$ cat src/hw/rtl/bive_pkg.sv
// Shared types and constants for the bounded vector engine.
package bive_pkg;

  localparam int unsigned DefaultDepth = 1024;
  localparam int unsigned KindW  = 3;
  localparam int unsigned IndexW = 10;
  localparam int unsigned DataW  = 32;
  localparam int unsigned StatW  = 2;

  localparam logic [KindW-1:0] KIND_SET  = 3'd0;
  localparam logic [KindW-1:0] KIND_GET  = 3'd1;
  localparam logic [KindW-1:0] KIND_PUSH = 3'd2;
  localparam logic [KindW-1:0] KIND_POP  = 3'd3;
  localparam logic [KindW-1:0] KIND_FIND = 3'd4;
  localparam logic [KindW-1:0] KIND_SORT = 3'd5;
  // Spare codes: served as no-ops.
  localparam logic [KindW-1:0] KIND_SPARE_A = 3'd6;
  localparam logic [KindW-1:0] KIND_SPARE_B = 3'd7;

  localparam logic [StatW-1:0] ST_OK       = 2'd0;
  localparam logic [StatW-1:0] ST_BADINDEX = 2'd1;
  localparam logic [StatW-1:0] ST_NOTFOUND = 2'd2;
  localparam logic [StatW-1:0] ST_FULL     = 2'd3;

  // Commands from controller to datapath.
  typedef struct packed {
    logic       latch;    // capture request
    logic       rd_req;   // read at request index
    logic       rd_top;   // read at length-1
    logic       wr_req;   // write request value at request index
    logic       wr_push;  // write request value at length
    logic       len_inc;
    logic       len_dec;
    logic       i_clr;    // i := 0
    logic       i_inc;
    logic       j_ld;     // j := i+1, best := i (best_val set by take_ent)
    logic       rd_i;     // read mem[i]
    logic       rd_j;     // read mem[j]
    logic       rd_best;  // read mem[best]
    logic       take_ent; // cur_ent, best_val := rdata (at i)
    logic       cmp_j;    // compare rdata (j) with best_val, update
    logic       j_inc;
    logic       wr_i_best;// mem[i] := best_val
    logic       wr_best_i;// mem[best] := cur_ent
    logic       k_clr;
    logic       k_inc;
    logic       rd_k;
    logic       res_sel;  // 0 zero, 1 result register
    logic       res_rd;   // result register := rdata
    logic       res_k;    // result register := k
  } bive_cmd_t;

  typedef struct packed {
    logic [KindW-1:0] kind;
    logic idx_ok;
    logic empty;
    logic full;
    logic i_done;    // i >= length
    logic j_done;    // j >= length
    logic k_done;    // k >= length
    logic match;     // rdata == value
    logic best_moved;// best != i
  } bive_sts_t;

endpackage

$ cat src/hw/rtl/bive_ctrl.sv
// Controller state machine sequencing each request over the datapath.
module bive_ctrl (
  input  logic clk_i,
  input  logic rst_ni,
  input  logic start_i,
  output logic busy_o,
  output logic done_o,
  output logic [bive_pkg::StatW-1:0] status_o,
  input  bive_pkg::bive_sts_t sts_i,
  output bive_pkg::bive_cmd_t cmd_o
);

  typedef enum logic [11:0] {
    S_IDLE   = 12'b000000000001,
    S_DISP   = 12'b000000000010,
    S_RDWAIT = 12'b000000000100,
    S_FRD    = 12'b000000001000,
    S_FCHK   = 12'b000000010000,
    S_SI     = 12'b000000100000,
    S_SIWAIT = 12'b000001000000,
    S_SJ     = 12'b000010000000,
    S_SCMP   = 12'b000100000000,
    S_SWAP   = 12'b001000000000,
    S_SNEXT  = 12'b010000000000,
    S_DONE   = 12'b100000000000
  } state_e;

  state_e state_q, state_d;
  logic [bive_pkg::StatW-1:0] st_q, st_d;
  logic res_q, res_d;

  assign busy_o   = state_q != S_IDLE;
  assign done_o   = state_q == S_DONE;
  assign status_o = st_q;

  always_comb begin
    state_d = state_q;
    st_d    = st_q;
    res_d   = res_q;
    cmd_o   = '0;
    cmd_o.res_sel = res_q;
    unique case (state_q)
      S_IDLE: begin
        if (start_i) begin
          cmd_o.latch = 1'b1;
          state_d = S_DISP;
        end
      end
      S_DISP: begin
        st_d  = bive_pkg::ST_OK;
        res_d = 1'b0;
        state_d = S_DONE;
        unique case (sts_i.kind)
          bive_pkg::KIND_SET: begin
            if (sts_i.idx_ok) cmd_o.wr_req = 1'b1;
            else st_d = bive_pkg::ST_BADINDEX;
          end
          bive_pkg::KIND_GET: begin
            if (sts_i.idx_ok) begin
              cmd_o.rd_req = 1'b1;
              state_d = S_RDWAIT;
            end else st_d = bive_pkg::ST_BADINDEX;
          end
          bive_pkg::KIND_PUSH: begin
            if (sts_i.full) st_d = bive_pkg::ST_FULL;
            else begin
              cmd_o.wr_push = 1'b1;
              cmd_o.len_inc = 1'b1;
            end
          end
          bive_pkg::KIND_POP: begin
            if (sts_i.empty) st_d = bive_pkg::ST_BADINDEX;
            else begin
              cmd_o.rd_top  = 1'b1;
              cmd_o.len_dec = 1'b1;
              state_d = S_RDWAIT;
            end
          end
          bive_pkg::KIND_FIND: begin
            cmd_o.k_clr = 1'b1;
            state_d = S_FRD;
          end
          bive_pkg::KIND_SORT: begin
            cmd_o.i_clr = 1'b1;
            state_d = S_SI;
          end
          default: ;
        endcase
      end
      S_RDWAIT: begin
        cmd_o.res_rd = 1'b1;
        res_d = 1'b1;
        state_d = S_DONE;
      end
      S_FRD: begin
        if (sts_i.k_done) begin
          st_d = bive_pkg::ST_NOTFOUND;
          state_d = S_DONE;
        end else begin
          cmd_o.rd_k = 1'b1;
          state_d = S_FCHK;
        end
      end
      S_FCHK: begin
        if (sts_i.match) begin
          cmd_o.res_k = 1'b1;
          res_d = 1'b1;
          state_d = S_DONE;
        end else begin
          cmd_o.k_inc = 1'b1;
          state_d = S_FRD;
        end
      end
      S_SI: begin
        if (sts_i.i_done) state_d = S_DONE;
        else begin
          cmd_o.rd_i = 1'b1;
          cmd_o.j_ld = 1'b1;
          state_d = S_SIWAIT;
        end
      end
      S_SIWAIT: begin
        cmd_o.take_ent = 1'b1;
        state_d = S_SJ;
      end
      S_SJ: begin
        if (sts_i.j_done) state_d = S_SWAP;
        else begin
          cmd_o.rd_j = 1'b1;
          state_d = S_SCMP;
        end
      end
      S_SCMP: begin
        cmd_o.cmp_j = 1'b1;
        cmd_o.j_inc = 1'b1;
        state_d = S_SJ;
      end
      S_SWAP: begin
        if (sts_i.best_moved) begin
          cmd_o.wr_i_best = 1'b1;
          state_d = S_SNEXT;
        end else begin
          cmd_o.i_inc = 1'b1;
          state_d = S_SI;
        end
      end
      S_SNEXT: begin
        cmd_o.wr_best_i = 1'b1;
        cmd_o.i_inc = 1'b1;
        state_d = S_SI;
      end
      S_DONE: begin
        state_d = S_IDLE;
      end
      default: state_d = S_IDLE;
    endcase
  end

  always_ff @(posedge clk_i or negedge rst_ni) begin
    if (!rst_ni) begin
      state_q <= S_IDLE;
      st_q    <= bive_pkg::ST_OK;
      res_q   <= 1'b0;
    end else begin
      state_q <= state_d;
      st_q    <= st_d;
      res_q   <= res_d;
    end
  end

endmodule

$ cat config.mk
export PLATFORM = sky130hd
export DESIGN_NAME = bive_ctrl
export DESIGN_NICKNAME = d
export VERILOG_FILES = /design/src/hw/rtl/bive_pkg.sv /design/src/hw/rtl/bive_ctrl.sv
export SDC_FILE = /design/constraint.sdc
export NUM_CORES = 1
export LEC_CHECK = 0
export CORE_MARGIN = 5
export CORE_UTILIZATION = 25
export CTS_BUF_LIST = sky130_fd_sc_hd__clkbuf_4
export DETAILED_ROUTE_END_ITERATION = 7
export DONT_BUFFER_PORTS = 1
export GPL_ROUTABILITY_DRIVEN = 0
export PLACE_DENSITY = 0.35
export SLEW_MARGIN = 10
export SYNTH_ARGS = -nofsm -noshare
export SYNTH_HDL_FRONTEND = slang
export SYNTH_SLANG_ARGS = --single-unit
$ cat constraint.sdc
create_clock -name clk_i -period 4.05 [get_ports clk_i]
set_input_delay 1.0125 -clock clk_i [delete_from_list [all_inputs] [get_ports clk_i]]
set_output_delay 1.0125 -clock clk_i [all_outputs]
set_load 0.01 [all_outputs]
## After elaboration in Yosys (flattened, before gate mapping)

Index checks and enable logic that the tools add are counted.
W data, S select, Z words.

| word-level totals | value |
|---|---|
| input bits | 14 |
| latch bits | 0 |
| output and inout bits | 28 |
| register bits after elaboration | 15 |
| memory bits (read-only) | 0 |
| memory bits (writable) | 0 |
| word-level logic and storage cells | 80 |
| memories kept | 0 |

| operators by class | value |
|---|---|
| muxes and demuxes | 49 |
| order comparisons | 0 |
| div/mod/pow operators | 0 |
| $add $sub $neg | 0 |
| shift operators | 0 |
| bitwise logic cells | 0 |
| reductions and logical operators | 7 |
| multiply operators | 0 |
| equal/unequal tests | 21 |

Operator list:

| operator | number |
|---|---|
| $pmux W12 S10 | 1 |
| $mux W12 | 6 |
| $pmux W12 S4 | 1 |
| $mux W1 | 27 |
| $mux W2 | 7 |
| $eq A12 B1 Y1 const B | 1 |
| $eq A12 B10 Y1 const B | 1 |
| $eq A12 B11 Y1 const B | 1 |
| $eq A12 B12 Y1 const B | 1 |
| $eq A12 B2 Y1 const B | 1 |
| $eq A12 B3 Y1 const B | 1 |
| $eq A12 B4 Y1 const B | 1 |
| $eq A12 B5 Y1 const B | 1 |
| $eq A12 B6 Y1 const B | 1 |
| $eq A12 B7 Y1 const B | 1 |
| $eq A12 B8 Y1 const B | 1 |
| $eq A12 B9 Y1 const B | 1 |
| $ne A12 B1 Y1 const B | 1 |
| $mux W11 | 1 |
| $mux W10 | 1 |
| $mux W7 | 1 |
| $eq A3 B2 Y1 const B | 2 |
| $eq A3 B3 Y1 const B | 2 |
| $ne A2 B2 Y1 const B | 3 |
| other kinds (10) | 12 |

## Longest topological paths before layout

Gate-level depths: netlist of run 1.

| logic depth | value |
|---|---|
| depth after elaboration | 4 |
| mapped depth | 7 |
| mapped depth without buffers | 4 |

## Least setup slack after synthesis of run 1

No wires, ideal clock.

| path | value |
|---|---|
| path kind | register to output |
| from | register state_q[2] |
| to | output cmd_o[9] (netlist bit) |
| path buffers | 2 |
| arrival | 1.932 ns |
| stages on the path, launching flop included | 6 |
| required time | 3.038 ns |
| setup slack | 1.105 ns |
| path through | dfrtp_1 > buf_6 > or4_4 > or3_1 > nor3_1 > buf_4 |

RTL lines:

| item | RTL line | RTL |
|---|---|---|
| from (decl) | bive_ctrl.sv:28 | `state_e state_q, state_d;` |
| from (signal assigned) | bive_ctrl.sv:165 | `state_q <= state_d;` |
| to (decl) | bive_ctrl.sv:10 | `output bive_pkg::bive_cmd_t cmd_o` |

==> results.txt, run 1 <==
* Outcome: complete, no violations
* Count of flip-flops with a built-in enable after synthesis: 0
- Die area: 0.00570 mm2
* Worst vdd ir: 97.3 uV
* Wire length of the first global-routing pass: approximately 4.3 mm
* Final-stage net count: 137
- The number of antenna diodes in the final layout is 0.
- Detail Placement HPWL: 2.17 mm
- Routed wire length: 2.72 mm
- The synthesized netlist contains 44 unique library cells.
* Most frequent cells in the layout: sky130_fd_sc_hd__dfrtp_1 (14), sky130_fd_sc_hd__nor2_1 (12), sky130_fd_sc_hd__nor4_1 (10)
* Number of fill cells: 447
* Number of failing setup endpoints in the final timing report: 0
- Summed over all instances, the cell type with the most area after synthesis is sky130_fd_sc_hd__dfrtp_1.
* Share of the synthesized area in the top cell type: 0.326
- In the final routed layout, each cell accounts on average for 15.8 um.
- In this run the number of H-tree levels came out at 1.
* Number of standard cells in the layout, taps in and fillers out: between 150 and 200
* Warning count from the yosys run: 0
* Leading cell type in the layout, fill and taps excluded: sky130_fd_sc_hd__dfrtp_1
- Mean cell area of the mapped netlist: 8.26 um2
* Slew Limit Headroom: 0.532
- Portion of the post-synthesis area used by sequential elements: 0.351
* Number of buffers inserted for hold repair after clock tree synthesis: 0
- Number of CTS-inserted buffers: 3
* Cell area after layout: 0.00109 mm2
- The clock passes through at most 2 buffers.
* Hold violation total from the final report: 0
- Longest individual stage delay on the worst path: ~530 ps
- For the worst setup path, the data arrival time is 2380 ps.
- The cell family contributing the most delay on the critical path is simple AND/OR/NAND/NOR gates.
* Crit path capture: cmd_o[17]
* Final clock skew: 1.42 ps
- In the routed layout, each cell is associated on average with a via count of 5.34.
- Summed over all failing endpoints, the final setup total negative slack is 0 ps.
- The final route contains a little over 900 vias.
- The number of placed instances, taps included, is 168.
- Time the final worst path needs with I/O delays and setup: 3400 ps
- For this design, the sink count on the clock tree is 15.
* Initial core utilization: 0.263
- Die width: roughly 76 um
- The most used flip-flop cell after synthesis is sky130_fd_sc_hd__dfrtp_1.
- After clock tree synthesis, the setup repair step added 0 buffers.
- Number of gates on the worst path with buffers counted: 5
- Source-to-sink clock delay at the later pin of the worst-skew pair: around 280 ps
* Fin crit share: 0.839
* Total core area: 0.00409 mm2
- Once placement finished, the instance area stood at 0.00106 mm2.
* Maximum clock frequency: ~290 MHz
* Die height: 75.5 um
* Count of max-cap constraint violations: 0
- Measured in cells, the most critical reg-to-reg path has a length of 5.
- Number of placement rows: 23
- The synthesized netlist occupies a cell area of 0.00107 mm2.
* Pin count of the biggest net entering global routing: 16
- The startpoint identified for the worst register-to-register timing path is state_q[8].
* CP Max Fanout: 11
- Gates resized during post-CTS repair numbered 0.
- Counting flops with an async set or reset pin after synthesis yields a share of 1.00.
- After clock tree synthesis, the clock-pin slew on the worst setup and hold paths is 100 ps.
- Leakage: 0.470 nW
- Setup repair after global routing left no endpoint under its margin.
* Min-delay worst type: in2async
* Multi-input logic area: 583 um2
- RR Endpoint: state_q[5]
- Class of the most critical setup path: reg2out
- The tree is rooted in a sky130_fd_sc_hd__clkbuf_4.
* GRT Util Overall: 0.0996
* Count of input and output buffers: 0
* DRT antenna net count: 0
- Number of global-route vias before repair: 899
* Top cells by area in the synthesized netlist: sky130_fd_sc_hd__dfrtp_1 (33%), sky130_fd_sc_hd__nor4_1 (5.8%), sky130_fd_sc_hd__buf_4 (4.2%)
- The total overflow left after global routing is 0.
- Top-level I/O count: 42
* Worst path cell trace: nor4_2 -> nand4_1 -> buf_4 -> or3b_1 -> nor2_1
- Number of antenna violations at the first check in global routing: 0
* Total count of max-transition violations in the final report: 0
- Worst path slowest cell: sky130_fd_sc_hd__nor4_2
- Summing all flip-flop and latch instances after layout gives 377 um2.
- Register-to-register path setup slack: around 1800 ps
- Iteration count of the initial detailed-routing pass: 4
- The worst setup path is captured at an output pin.
- The area growth from synthesis to layout is 1.28%.
* # DRC: 0
- Startpoint types: register
* Setup crit start: state_q[8]
- Fraction of layout instances using a drive strength above 1: 0.115
- Together, buffers and inverters on the worst path number 1.
* Number of synthesized register bits: 15
- Clock tree from TritonCTS: yes
- Transition time at the pin with the least slew margin: between 600 and 700 ps
- Synth Net Count: 144
* Data required time of the critical path: 3040 ps
- For this design the ratio of total power to cell area is 418 mW/mm2.
* Cells after synthesis: 130
- Count of routing violations after the opening detailed-route iteration: 55
==> synthesized netlist by cell type (all sizes together), types with 2 or more instances <==
cell type  number
nand3b          2
nor2b           2
or4             2
nor2           12
inv             8
nand2b          4
xnor2           2
xor2            2
nand2           9
nor3            8
clkbuf          2
a21oi           6
nand4           3
dfrtp          14
nor4b           3
o21ai           4
or3             5
buf            11
nor4           11
or2             4
==> worst min-delay path by stage <==
| stage | start | end | slack [ps] | depth (start not counted) |
|---|---|---|---|---|
| global route | rst_ni | state_q[9] | 370 | 0 |
| floorplan | res_q | res_q | 440 | 2 |
| detailed placement | res_q | res_q | 540 | 2 |
| global placement | res_q | res_q | 540 | 2 |
| finish | rst_ni | state_q[2] | 410 | 0 |
| CTS | rst_ni | state_q[5] | 390 | 0 |
==> sequential cells by signal, indices dropped and copies added (netlist names) <==
signal	cells
state_q	12
status_o	2
res_q	1
==> metrics by stage <==
step                utilization  setup WS, ps  hold slack (ps)  total power [mW]
floorplan                     -          1110              440             0.347
global placement          0.259           995              538             0.372
detailed placement        0.259           980              537             0.373
CTS                       0.266           626              392             0.466
global route              0.266           478              374             0.495
finish                    0.266           654              412             0.455
==> kinds of logic (layout without fill, tap and decap cells) <==
logic type	Yosys count	count (layout)	synth area share
xor+xnor	4	4	0.0326
buf+inv	21	13	0.106
flops	15	15	0.351
compound gates	16	16	0.100
simple gates	72	72	0.397
mux	1	1	0.00932
other cells	1	1	0.00349
==> power breakdown <==
| part | switching (mW) | total, mW | internal (mW) |
|---|---|---|---|
| registers | 0.0386 | 0.217 | 0.178 |
| clock network | 0.0506 | 0.0872 | 0.0366 |
| logic | 0.0901 | 0.151 | 0.0604 |
==> per-layer routing <==
| metal | vias up | wire length, um | part of all wire | global-route usage |
|---|---|---|---|---|
| met2 | 44 | 1260 | 0.46 | 0.155 |
| met3 | 2 | 277 | 0.10 | 0.0317 |
| met5 | - | 0 | 0 | 0 |
| met4 | 0 | 34 | 0.013 | 0.0505 |
| met1 | 425 | 1150 | 0.42 | 0.123 |
| li1 | 447 | - | - | - |
==> cell type report <==
| cell class | instances | share of cell area |
|---|---|---|
| multi-input combinational | 94 | 0.536 |
| sequential | 15 | 0.346 |
| tap | 50 | 0.0575 |
| inverter | 8 | 0.0276 |
| clock buffer | 3 | 0.0207 |
| timing repair buffer | 1 | 0.00690 |
| clock inverter | 1 | 0.00460 |
(Power assumes the default switching activity.)
==> run 2, diff against run 1 <==
Settings changed: ABC_AREA from default to 1, PLACE_DENSITY 0.35 to 0.37.
Clock period 4.05 ns to 2.9 ns, I/O delays scaled along.
==> run 2 against run 1 <==
Compared with the run above:
- clock skew grew 2.1 ps
- synthesized area grew 2.7%
- non-clock buffer count shrank 1
- worst hold slack lost 290 ps
- cell count grew 19%
- first-iteration DRC count shrank 62%
- die area grew 2.3%
- critical path type unchanged
- largest cell class unchanged
- largest power group unchanged
- highest routed layer unchanged
==> results.txt, run 2 <==
* Outcome: complete, no violations
* Top-level I/O count: 42 (unchanged)
* Clock tree from TritonCTS: yes
* Die area: 0.00584 mm2 (+2.3%)
- Synth Net Count: 168 (+17%)
- Die height: 76.4 um (+1.2%)
- The die width came to 76.4 um (+1.2%).
- Final-stage net count: 167 (+22%)
* Element type at the critical path end: output pin
- The flip-flop and latch count after synthesis was 15 (unchanged).
- The number of flip-flops under the largest register name was 12 (unchanged).
* Count of placed standard cells including taps: 200 (+19%)
- Final hold slack: 118 ps (-294 ps)
* Startpoint types: register
- The number of buffer cells added on primary ports was 0 (unchanged).
- The count of synthesis-stage warnings from yosys came to 0 (unchanged).
- Post-synthesis cell area: 0.00110 mm2 (+2.7%)
- The total via count after detailed routing is 900 (-2.0%).
- Static timing analysis puts the maximum clock frequency at just over 400 MHz.
* Number of diodes added for antenna fixing: 0 (unchanged)
- Worst vdd ir: 279 uV (+190%)
* Clock transition at path regs: 100 ps (about the same)
- Resized Gates After CTS: 0 (unchanged)
* Class of the most critical setup path: reg2out
- Leaving out fill and tap cells, the most frequent cell in the layout is sky130_fd_sc_hd__nand2_1.
- The final worst setup slack came to 445 ps (-209 ps).
- The number of routed nets with antenna violations came to 0 (unchanged).
- In the finished design, the share of the clock period the worst path needs comes to 0.847.
- Share of the synthesized area in the top cell type: 0.318 (-0.00852)
- The endpoint identified for the worst register-to-register timing path is state_q[0].
* Buffers inserted by post-CTS timing repair: 0 (unchanged)
- The synthesized area divided by synthesized cell count came to 7.16 um2 (-13%).
- Number of placement rows: 24 (+4.3%)
- Post-synth top area cell: sky130_fd_sc_hd__dfrtp_1
- The transition at the pin with the smallest max-transition slack was 633 ps (-59.1 ps).
- Fraction of layout instances using a drive strength above 1: 0.191 (+0.0760)
* Initial core utilization: 0.255 (-0.00779)
- Min-delay worst type: in2async
* Pin count of the biggest net entering global routing: 16 (unchanged)
- The post-cts hold buffer count came to 0 (unchanged).
- Wire length of the first global-routing pass: 4.46 mm (+4.7%)
- Overflow left after global routing: 0 (unchanged)
- The final count of negative-setup-slack endpoints is 0 (unchanged).
- Vias per inst: 4.41 (-17%)
- Leaving out fill and tap cells, the most frequent cells in the layout are sky130_fd_sc_hd__nand2_1 (36), sky130_fd_sc_hd__inv_1 (23), sky130_fd_sc_hd__nor2_1 (23).
* Multi-input logic area: 582 um2 (-0.21%)
- Final-layout setup total negative slack: 0 ps (unchanged)
- Number of standard cells in the layout, taps in and fillers out: 204 (+19%)
- Data required time of the critical path: 2170 ps (-870 ps)
- In this run the critical register-to-register path is launched from state_q[0].
- More flip-flops sit in one register than any other, and that register is state_q.
* Max H-tree Level: 1 (unchanged)
- The highest net fanout along the worst path came to 10 (-1).
- Sequential Area: 377 um2 (unchanged)
- Layout Utilization: 0.266 (about the same)
- The DRC marker count from the first detailed-route iteration came to 21 (-62%).
- The count of clock tree sinks came to 15 (unchanged).
- The number of antenna violations at the first check in global routing is 0 (unchanged).
- The post-placement cell area was 0.00112 mm2 (+5.9%).
* Async SR Flop Fraction: 1.00 (unchanged)
- The total power draw came to 0.671 mW (+48%).
- Source-to-sink clock delay at the later pin of the worst-skew pair: 290 ps (about the same)
- Count of max-cap constraint violations: 0 (unchanged)
- Leakage: 0.615 nW (+31%)
- Cell class contributing the biggest share of worst-path delay: simple AND/OR/NAND/NOR gates
* Count of flip-flops with a built-in enable after synthesis: 0 (unchanged)
- The count of unresolved DRC violations after routing came to 0 (unchanged).
- The worst endpoint data arrival time was 1730 ps (-650 ps).
- Most common cell type on the critical path: sky130_fd_sc_hd__nand2_4
- Final clock skew: 3.56 ps (+2.15 ps)
* Primary FF master, synth: sky130_fd_sc_hd__dfrtp_1
- Ratio of total power to cell area: 584 mW/mm2 (+40%)
* Routed wire length: 2.59 mm (-4.6%)
* Most common cell in the synthesized netlist: sky130_fd_sc_hd__nand2_1
* Hold violation total from the final report: 0 (unchanged)
- The all-layer global routing usage was 0.0942 (-0.00542).
- The number of distinct standard cells referenced by the synthesized netlist came to 25 (-43%).
- Total core area: 0.00432 mm2 (+5.8%)
- The worst setup timing slack at the placement stage is 737 ps (-243 ps).
- Worst path cell trace: nor2_2 -> nand2_4 -> nor2_8 -> nand2_4 -> nor3_1
- Number of global-route vias before repair: 976 (+8.6%)
- Cell area after layout: 0.00115 mm2 (+5.8%)
- Top cells by area in the synthesized netlist: sky130_fd_sc_hd__dfrtp_1 (32%), sky130_fd_sc_hd__nand2_1 (12%), sky130_fd_sc_hd__inv_1 (7.8%)
* Number of fill cells: 498 (+11%)
- The depth of the most critical reg-to-reg path came to 7 (+2).
- The largest stage delay on the critical path came to 510 ps (-20 ps).
- WL/cell: 12.7 um (-20%)
- Unrepaired setup endpoints after global routing: no
- Worst path slowest cell: sky130_fd_sc_hd__nor3_1
* Total count of max-transition violations in the final report: 0 (unchanged)
- The number of iterations in the first detailed-routing pass was 3 (-1).
- Number of buffer and inverter instances along the worst setup path: 0 (-1)
- Slew Limit Headroom: 0.575 (+0.0426)
- Root Driver: sky130_fd_sc_hd__clkbuf_4
- The reg-to-reg setup timing slack came to 1500 ps (-340 ps).
* Number of CTS-inserted buffers: 3 (unchanged)
- The HPWL after detailed placement is 2.24 mm (+3.3%).
* Area grow syn2layout: 4.31%
* Cells after synthesis: 154 (+18%)
- By count the netlist is led by sky130_fd_sc_hd__nand2_1 (36), sky130_fd_sc_hd__inv_1 (23), sky130_fd_sc_hd__nor2_1 (23).
- Time the final worst path needs with I/O delays and setup: approximately 2500 ps
- The share of the yosys chip area belonging to registers was 0.342 (-0.00916).
* Maximum clock path buffer count: 2 (unchanged)
## run 2: cell types whose count changed in the layout (fill, tap and decap cells not counted), moves of 3 or more
cell / change
sky130_fd_sc_hd__a21oi_1: -5
sky130_fd_sc_hd__inv_1: +15
sky130_fd_sc_hd__nand2_1: +27
sky130_fd_sc_hd__nand2_4: +4
sky130_fd_sc_hd__nand2b_1: -4
sky130_fd_sc_hd__nand3_1: +9
sky130_fd_sc_hd__nor2_1: +11
sky130_fd_sc_hd__nor2_2: +5
sky130_fd_sc_hd__nor2_4: +3
sky130_fd_sc_hd__nor4_1: -10
sky130_fd_sc_hd__nor4b_1: -3
sky130_fd_sc_hd__o21ai_0: -4
sky130_fd_sc_hd__o21ai_1: +3
sky130_fd_sc_hd__or3_1: -5
## run 2: cell families (layout without fill, tap and decap cells)
| family | Yosys count | in the layout | synth area share |
|---|---|---|---|
| simple gates | 100 | 100 | 0.485 |
| other cells | 1 | 1 | 0.00340 |
| compound gates | 6 | 6 | 0.0397 |
| buf+inv | 32 | 30 | 0.131 |
| flops | 15 | 15 | 0.342 |
## run 2: how the worst max path moves through the flow
| stage | startpoint | slack [ps] | endpoint | cells after the start |
|---|---|---|---|---|
| CTS | state_q[9] | 410 | cmd_o[18] | 5 |
| global placement | sts_i[8] | 740 | cmd_o[18] | 3 |
| global route | state_q[9] | 300 | cmd_o[18] | 5 |
| detailed placement | sts_i[8] | 740 | cmd_o[18] | 3 |
| floorplan | sts_i[8] | 730 | cmd_o[21] | 5 |
| finish | state_q[11] | 450 | cmd_o[18] | 5 |
## run 2: final cells by class
cell class,instances,share of cell area
Multi-Input combinational cell,107,0.506
Inverter,26,0.0860
Tap cell,52,0.0566
Clock buffer,3,0.0196
Sequential cell,15,0.328
Clock inverter,1,0.00435
## run 2: power by group
group / total (mW) / switching (mW) / internal (mW)
registers: 0.291 / 0.0411 / 0.250
logic: 0.256 / 0.169 / 0.0877
clock network: 0.124 / 0.0733 / 0.0512
total: 0.671 / 0.283 / 0.388
## run 2: layer usage
| metal | share of wire | up-vias | global-route usage |
|---|---|---|---|
| li1 | - | 462 | - |
| met1 | 0.41 | 407 | 0.101 |
| met2 | 0.47 | 29 | 0.158 |
| met3 | 0.12 | 2 | 0.0485 |
| met4 | 0.0058 | 0 | 0.0315 |
| met5 | 0 | - | 0 |
## run 2: worst reg2reg max path: cells and delay by family (launching register included)
family / cells / cell delay [ps]
buffers and inverters: 1 / 60
DFF: 1 / 570
and+or+nand+nor: 6 / 720
